$ cat src/rtl/core/ibh_pkg.sv
// Shared types, codes and constants of the indexed binary heap.
package ibh_pkg;

    localparam int CAPACITY_DEF  = 1024;
    localparam int KEY_WIDTH_DEF = 32;
    localparam int HANDLE_W      = 10;
    localparam int TOTAL_W       = 11;
    localparam int OP_W          = 2;
    localparam int STATUS_W      = 3;

    typedef enum logic [OP_W-1:0] {
        OP_INSERT,
        OP_UPDATE,
        OP_ERASE,
        OP_POP
    } t_op;

    typedef enum logic [STATUS_W-1:0] {
        ST_OK,
        ST_EMPTY,
        ST_NOT_FOUND,
        ST_FULL,
        ST_PRESENT
    } t_status;

    // One step of work, issued by the controller to the datapath.
    typedef enum logic [3:0] {
        CMD_CLEAR,
        CMD_LOAD,
        CMD_LOOK,
        CMD_CHECK,
        CMD_KEYS,
        CMD_UP_RD,
        CMD_UP_KEY,
        CMD_UP_CMP,
        CMD_DN_RD,
        CMD_DN_KEY,
        CMD_DN_CMP,
        CMD_PLACE,
        CMD_RESPOND
    } t_cmd;

    // Where the operation goes after its first check.
    typedef enum logic [1:0] {
        RT_DONE,
        RT_KEYS,
        RT_UP
    } t_route;

    typedef struct packed {
        t_route route;
        logic   fetch_done;
        logic   hole_top;
        logic   no_left;
        logic   moved;
        logic   up_only;
        logic   clear_last;
        logic   out_busy;
    } t_dp_stat;

endpackage

$ cat src/rtl/core/ibh_ctrl.sv
// Controller state machine of the indexed binary heap.
module ibh_ctrl (
    input  logic             i_clk,
    input  logic             i_rst_n,
    input  logic             i_in_valid,
    input  ibh_pkg::t_dp_stat i_stat,
    output logic             o_in_ready,
    output ibh_pkg::t_cmd    o_cmd
);
    import ibh_pkg::*;

    typedef enum logic [3:0] {
        S_CLEAR,
        S_IDLE,
        S_LOOK,
        S_CHECK,
        S_KEYS,
        S_UP_RD,
        S_UP_KEY,
        S_UP_CMP,
        S_DN_RD,
        S_DN_KEY,
        S_DN_CMP,
        S_PLACE,
        S_RESP
    } t_state;

    t_state r_state;
    t_state n_state;

    always_comb begin
        n_state = r_state;
        o_cmd   = CMD_LOAD;
        case (r_state)
            S_CLEAR: begin
                o_cmd = CMD_CLEAR;
                if (i_stat.clear_last) n_state = S_IDLE;
            end
            S_IDLE: begin
                o_cmd = CMD_LOAD;
                if (i_in_valid) n_state = S_LOOK;
            end
            S_LOOK: begin
                o_cmd   = CMD_LOOK;
                n_state = S_CHECK;
            end
            S_CHECK: begin
                o_cmd = CMD_CHECK;
                case (i_stat.route)
                    RT_KEYS: n_state = S_KEYS;
                    RT_UP:   n_state = S_UP_RD;
                    default: n_state = S_RESP;
                endcase
            end
            S_KEYS: begin
                o_cmd   = CMD_KEYS;
                n_state = i_stat.fetch_done ? S_RESP : S_UP_RD;
            end
            S_UP_RD: begin
                o_cmd = CMD_UP_RD;
                if (!i_stat.hole_top) n_state = S_UP_KEY;
                else if (i_stat.up_only) n_state = S_PLACE;
                else n_state = S_DN_RD;
            end
            S_UP_KEY: begin
                o_cmd   = CMD_UP_KEY;
                n_state = S_UP_CMP;
            end
            S_UP_CMP: begin
                o_cmd = CMD_UP_CMP;
                if (i_stat.moved) n_state = S_UP_RD;
                else if (i_stat.up_only) n_state = S_PLACE;
                else n_state = S_DN_RD;
            end
            S_DN_RD: begin
                o_cmd   = CMD_DN_RD;
                n_state = i_stat.no_left ? S_PLACE : S_DN_KEY;
            end
            S_DN_KEY: begin
                o_cmd   = CMD_DN_KEY;
                n_state = S_DN_CMP;
            end
            S_DN_CMP: begin
                o_cmd   = CMD_DN_CMP;
                n_state = i_stat.moved ? S_DN_RD : S_PLACE;
            end
            S_PLACE: begin
                o_cmd   = CMD_PLACE;
                n_state = S_RESP;
            end
            S_RESP: begin
                o_cmd = CMD_RESPOND;
                if (!i_stat.out_busy) n_state = S_IDLE;
            end
            default: begin
                o_cmd   = CMD_LOAD;
                n_state = S_IDLE;
            end
        endcase
    end

    assign o_in_ready = (r_state == S_IDLE);

    always_ff @(posedge i_clk) begin
        if (!i_rst_n) begin
            r_state <= S_CLEAR;
        end else begin
            r_state <= n_state;
        end
    end

endmodule

$ cat config.mk
export PLATFORM = sky130hd
export DESIGN_NAME = ibh_ctrl
export DESIGN_NICKNAME = d
export VERILOG_FILES = /design/src/rtl/core/ibh_pkg.sv /design/src/rtl/core/ibh_ctrl.sv
export SDC_FILE = /design/constraint.sdc
export NUM_CORES = 1
export LEC_CHECK = 0
export BUFFER_PORTS_ARGS = -buffer_cell sky130_fd_sc_hd__clkbuf_2
export CAP_MARGIN = 20
export CORE_AREA = 2 2 39 41
export CTS_CLUSTER_SIZE = 25
export DETAILED_ROUTE_END_ITERATION = 16
export DIE_AREA = 0 0 41 43
export PLACE_DENSITY = 0.76
export SLEW_MARGIN = 25
export SYNTH_ARGS = -nofsm -noshare
export SYNTH_HDL_FRONTEND = slang
export SYNTH_SLANG_ARGS = --single-unit
$ cat constraint.sdc
create_clock -name i_clk -period 1.3 [get_ports i_clk]
set_input_delay 0.13 -clock i_clk [delete_from_list [all_inputs] [get_ports i_clk]]
set_output_delay 0.13 -clock i_clk [all_outputs]
set_load 0.01 [all_outputs]
## Word-level counts from Yosys, hierarchy flattened

Index checks and enable logic that the tools add are counted.

- Bitwise operators: 0
- Reductions and logical operators: 2
- Div/mod/pow operators: 0
- Order comparisons: 0
- Eq/ne operators: 17
- Multiply operators: 0
- Mux-type cells: 12
- Add/subtract/negate cells: 0
- Shift-type cells: 0

Operators with widths:

| kind | count |
|---|---|
| 4-bit one-hot mux with 13 select lines | 1 |
| 4-bit one-hot mux with 12 select lines | 1 |
| 4-bit 2-to-1 mux | 6 |
| 4-bit == test, second input constant | 5 |
| 4-bit by 3-bit == test with 1-bit output, second input constant | 4 |
| 4-bit by 2-bit == test with 1-bit output, second input constant | 2 |
| 4-bit one-hot mux with 2 select lines | 1 |
| 2-bit 2-to-1 mux | 3 |
| 2-bit != test, second input constant | 3 |
| 4-bit by 1-bit == test with 1-bit output, second input constant | 1 |
| 4-bit logical NOT | 1 |
| 3-bit AND reduction | 1 |
| 2-bit by 1-bit == test with 1-bit output, second input constant | 1 |
| 2-bit == test, second input constant | 1 |

- Memories kept: 0
- RAM bits: 0
- Latch bits: 0
- Register bits: 4
- Word-level logic and storage cells: 32
- Output and inout port bits: 5
- Memory bits (read-only): 0

## Logic depth before layout (Yosys ltp)

- Word-level depth: 3
- Mapped depth: 7

## Worst setup path after synthesis

Ideal clock, no wire load.

- Path kind: flip-flop to flip-flop
- Start: reg r_state[2]
- End: reg r_state[2]
- Library setup time: 0.075 ns
- Stages on the path, launching flop included: 8
- Required time: 1.225 ns
- Data arrival time: 1.326 ns
- Buffers on the path: 1
- Slack: -0.101 ns
- Cells stage by stage: dfxtp_1 -> inv_1 -> ha_1 -> buf_6 -> nor4bb_4 -> nor3_4 -> nand3_2 -> o22ai_1

- Cells in the longest elaborated chain, start to end: 3
- Elaborated cells between the ends (all ways): 18
- Classes of those cells: 15 x eq/ne; 1 x mux; 2 x reduce/logical

Ends and longest elaborated chain:

| item | line | RTL |
|---|---|---|
| start: declaration | ibh_ctrl.sv:28 | `t_state r_state;` |
| start signal: assignment | ibh_ctrl.sv:108 | `r_state <= n_state;` |
| 4-bit == test, or another cell as far along | ibh_ctrl.sv:34 | `case (r_state)` |
| 2-bit != test (no line) | - |  |
| 3-bit AND reduction (no line) | - |  |

Parallel ways exist; a longest one is shown, timed or not.
A chain may end at the register's enable or synchronous reset.

## Final worst setup path

- Start: reg r_state[2]
- End: out o_cmd[0]

- Cells in the longest elaborated chain, start to end: 2
- Elaborated cells between the ends (all ways): 13
- Classes of those cells: 11 x eq/ne; 1 x mux; 1 x reduce/logical

Ends and longest elaborated chain:

| item | line | RTL |
|---|---|---|
| 4-bit == test, or another cell as far along | ibh_ctrl.sv:34 |  |
| 4-bit one-hot mux with 12 select lines (*) | ibh_ctrl.sv:34 |  |
| end: declaration | ibh_ctrl.sv:8 | `output ibh_pkg::t_cmd o_cmd` |

Every way passes the cells marked *; elsewhere a longest branch is shown, timed or not.

==> flow_summary.ini <==
[run_status]
outcome = complete, but fails checks
violations = negative setup slack

[timing]
fin_crit_sh_pct = 113
holdWs_ps = 161
finalHoldViolations = 0
drv_slew = 0
timing.fmax_mhz = 679
max_slew.worst_pin.slew_ps = 402
grt_setup_unrepaired = yes
max-slew-margin-rel_pct = 73.0
clock_skew_ps = 0.146
layout_setup_ws_ps = -172
finalSetupViolCount = 9
layout_min_cycle_time_ps = 1470

[floorplan]
die_w_um = 41
core_area_um2 = 1380
start_util_pct = 38.6
row_count = 14
dieArea_um2 = 1760
pin_count = 17
die_height_um = 43

[layout]
final_util_pct = 66.3
reg_top3 = r_state x4
final_area_um2 = 917
largest_register_ffs = 4
fin_nets = 124
drive_gt1_share_pct = 61.9
diodes = 0
fillers = 118
top_register = r_state
multi_input_area_um2 = 508
syn2layout_area_growth_pct = 71.7
ff_latch_area_um2 = 86.3

[clocking]
clkLatencyLatePin_ps = 230
cts_inserted_buffers = 3
root_buffer = clkbuf_4
cts_sinks = 4
holdBufCountCts = 0
path_clk_slew_ps = 40
clock_tree.buffer_depth = 2
htree_levels = 1
cts_tree = done

[placement]
portBuffers = 16
place_congestion = 0.850
hpwl_um = 1050
placed_area_um2 = 692

[grt]
grt_usage_pct = 20.6
grt_start_max_net_pins = 11
grt_pass1_vias = 619
antenna_found_initial = 0
grt-ovfl-total = 0
grt_pass1_wl_um = 2460

[flow_run]
max_cap_violations = 0

[worst_hold_path]
min_from = i_rst_n
hold_class = in -> reg

[yosys]
synth_compound_area_share_pct = 25.1
avgSynthCellArea_um2 = 7.63
synth_cells = 70
yosys.area.top_type = dfxtp_1
netlist_area_um2 = 534
synth_top_family_by_area = simple AND/OR/NAND/NOR gates
synth_seq_cells = 4
synth_simple_gate_area_share_pct = 36.1
synth_top_area_share_pct = 15.0
synth_cell_types = 29
synth_mux_area_share_pct = 0
synth_nets = 87
synth_xor_area_share_pct = 0
synth.area.top_cells = dfxtp_1, ha_1, buf_6
ys.warnings.count = 0
seq_area_frac_synth_pct = 15.0
synth_fa_ha_area_share_pct = 11.7

[pwr]
p_leak_nw = 0.397
switching_share_pct = 30.2
power.density_nw_per_um2 = 498
switchingPower_mw = 0.138
ir_worst_vdd_uv = 320
clockPowerShare_pct = 32.1
p_int_mw = 0.319
pwr-share-seq_pct = 29.6
finalPower_mw = 0.457
combinationalPowerShare_pct = 38.3

[detailed_routing]
wl_per_cell_um = 13.8
drt-total-wl_um = 1680
drtAntennaViolNets = 0
vias_per_cell = 5.36
num_vias = 649
drc = 0
first_iter_violations = 18
dr.pass1.iters = 4

[worst_setup_path]
crit_chain = inv_4, ha_4, nor3_4, a21o_1, buf_2
r2r_start = r_state[3]
path_max_fanout = 8
cp_data_required_time_ps = 1170
crit_start = r_state[2]
crit_type = reg -> out
worst_setup_path_start_kind = register
crit_arrival_ps = 1340
slowest_stage = dfxtp_4
cpPeakStageDelay_ps = 370
cp-end-kind = primary output
-- cell type report --
cell class	count	area share, %
Timing Repair Buffer	37	28.6
Sequential cell	4	9.41
Clock buffer	3	2.46
Multi-Input combinational cell	57	55.4
Inverter	4	1.91
Tap cell	16	2.18
-- power by group through the flow --
stage                     Sequential, mW  Combinational [mW]  Clock, mW
after floorplan                    0.136              0.0954          0
after global placement             0.138               0.145          0
after detailed placement           0.138               0.148          0
after CTS                          0.135               0.158      0.156
after global routing               0.136               0.191      0.163
final                              0.135               0.175      0.147
-- cells in the final DEF (no fill, tap or decap), types with 2 or more instances in the layout --
cell      synthesis  layout
clkbuf_4          0       3
o21ai_1           2       3
buf_6             4       6
nand3_1           4       3
inv_1             4       2
clkbuf_2          0      14
nand2_1           7       7
buf_4             0      16
nand2b_1          4       2
or2_1             2       2
ha_4              0       4
dfxtp_2           0       2
a21oi_2           0       4
nand3_2           1       2
nor3_4            1       2
o22ai_1           3       2
nor2_1            5       4
nand2b_4          0       2
nor2b_1           2       2
-- critical path, delay by kind of cell, from the launching register on --
kind                     cells  cell delay, ps
adder cells (fa/ha/maj)      1             200
AND/OR/NAND/NOR              1             200
buffers and inverters        2             190
flip-flops                   1             370
AO/OA/AOI/OAI                1             150
-- cells in the mapped netlist (all sizes together) --
cell type	instances
a21boi	1
and3b	1
a21o	1
o22ai	3
nand3	5
or2	2
nand2	7
buf	5
nand4	1
nor3	3
nand2b	4
o21ai	5
inv	4
dfxtp	4
o2bb2ai	1
a22oi	1
nor2	5
a21oi	5
a221oi	1
nor4bb	1
nor2b	2
a32oi	1
o211ai	1
ha	5
a211o	1
-- through the flow --
stage          cells  setup TNS [ps]  setup slack [ps]
3_3_place_gp     111            -250             -87.4
6_report         121            -987              -172
3_5_place_dp     111            -576              -157
2_1_floorplan     70               0              19.0
5_1_grt          121           -1480              -220
4_1_cts          119            -806              -147
-- cell families (layout without fill, tap and decap cells) --
| group | count (synthesis) | in the layout |
|---|---|---|
| buf+inv | 9 | 44 |
| simple gates | 31 | 31 |
| flops | 4 | 4 |
| fa+ha+maj | 5 | 5 |
| compound gates | 21 | 21 |
-- final timing paths --
check                             endpoint  slack, ps  depth (start not counted)
worst min register to register  r_state[3]        570                          2
worst max register to register  r_state[3]       -120                          6
worst max-delay path              o_cmd[0]       -170                          5
worst min-delay path            r_state[0]        160                          3
-- per-layer routing --
metal  vias up  part of all wire [%]  GRT usage, %
met1       305                    41          21.6
met4         0                     0          9.33
met2        21                    54          37.5
met5         -                     0             0
li1        323                     -             -
met3         0                   4.8          2.09
-- repair_timing --
item                       in CTS  in global routing
setup endpoints to repair       9                  9
setup buffers                   6                  2
hold endpoints to repair        0                  0
gates resized for setup        28                  8
pin swaps                      12                  5
(Power assumes the default switching activity.)
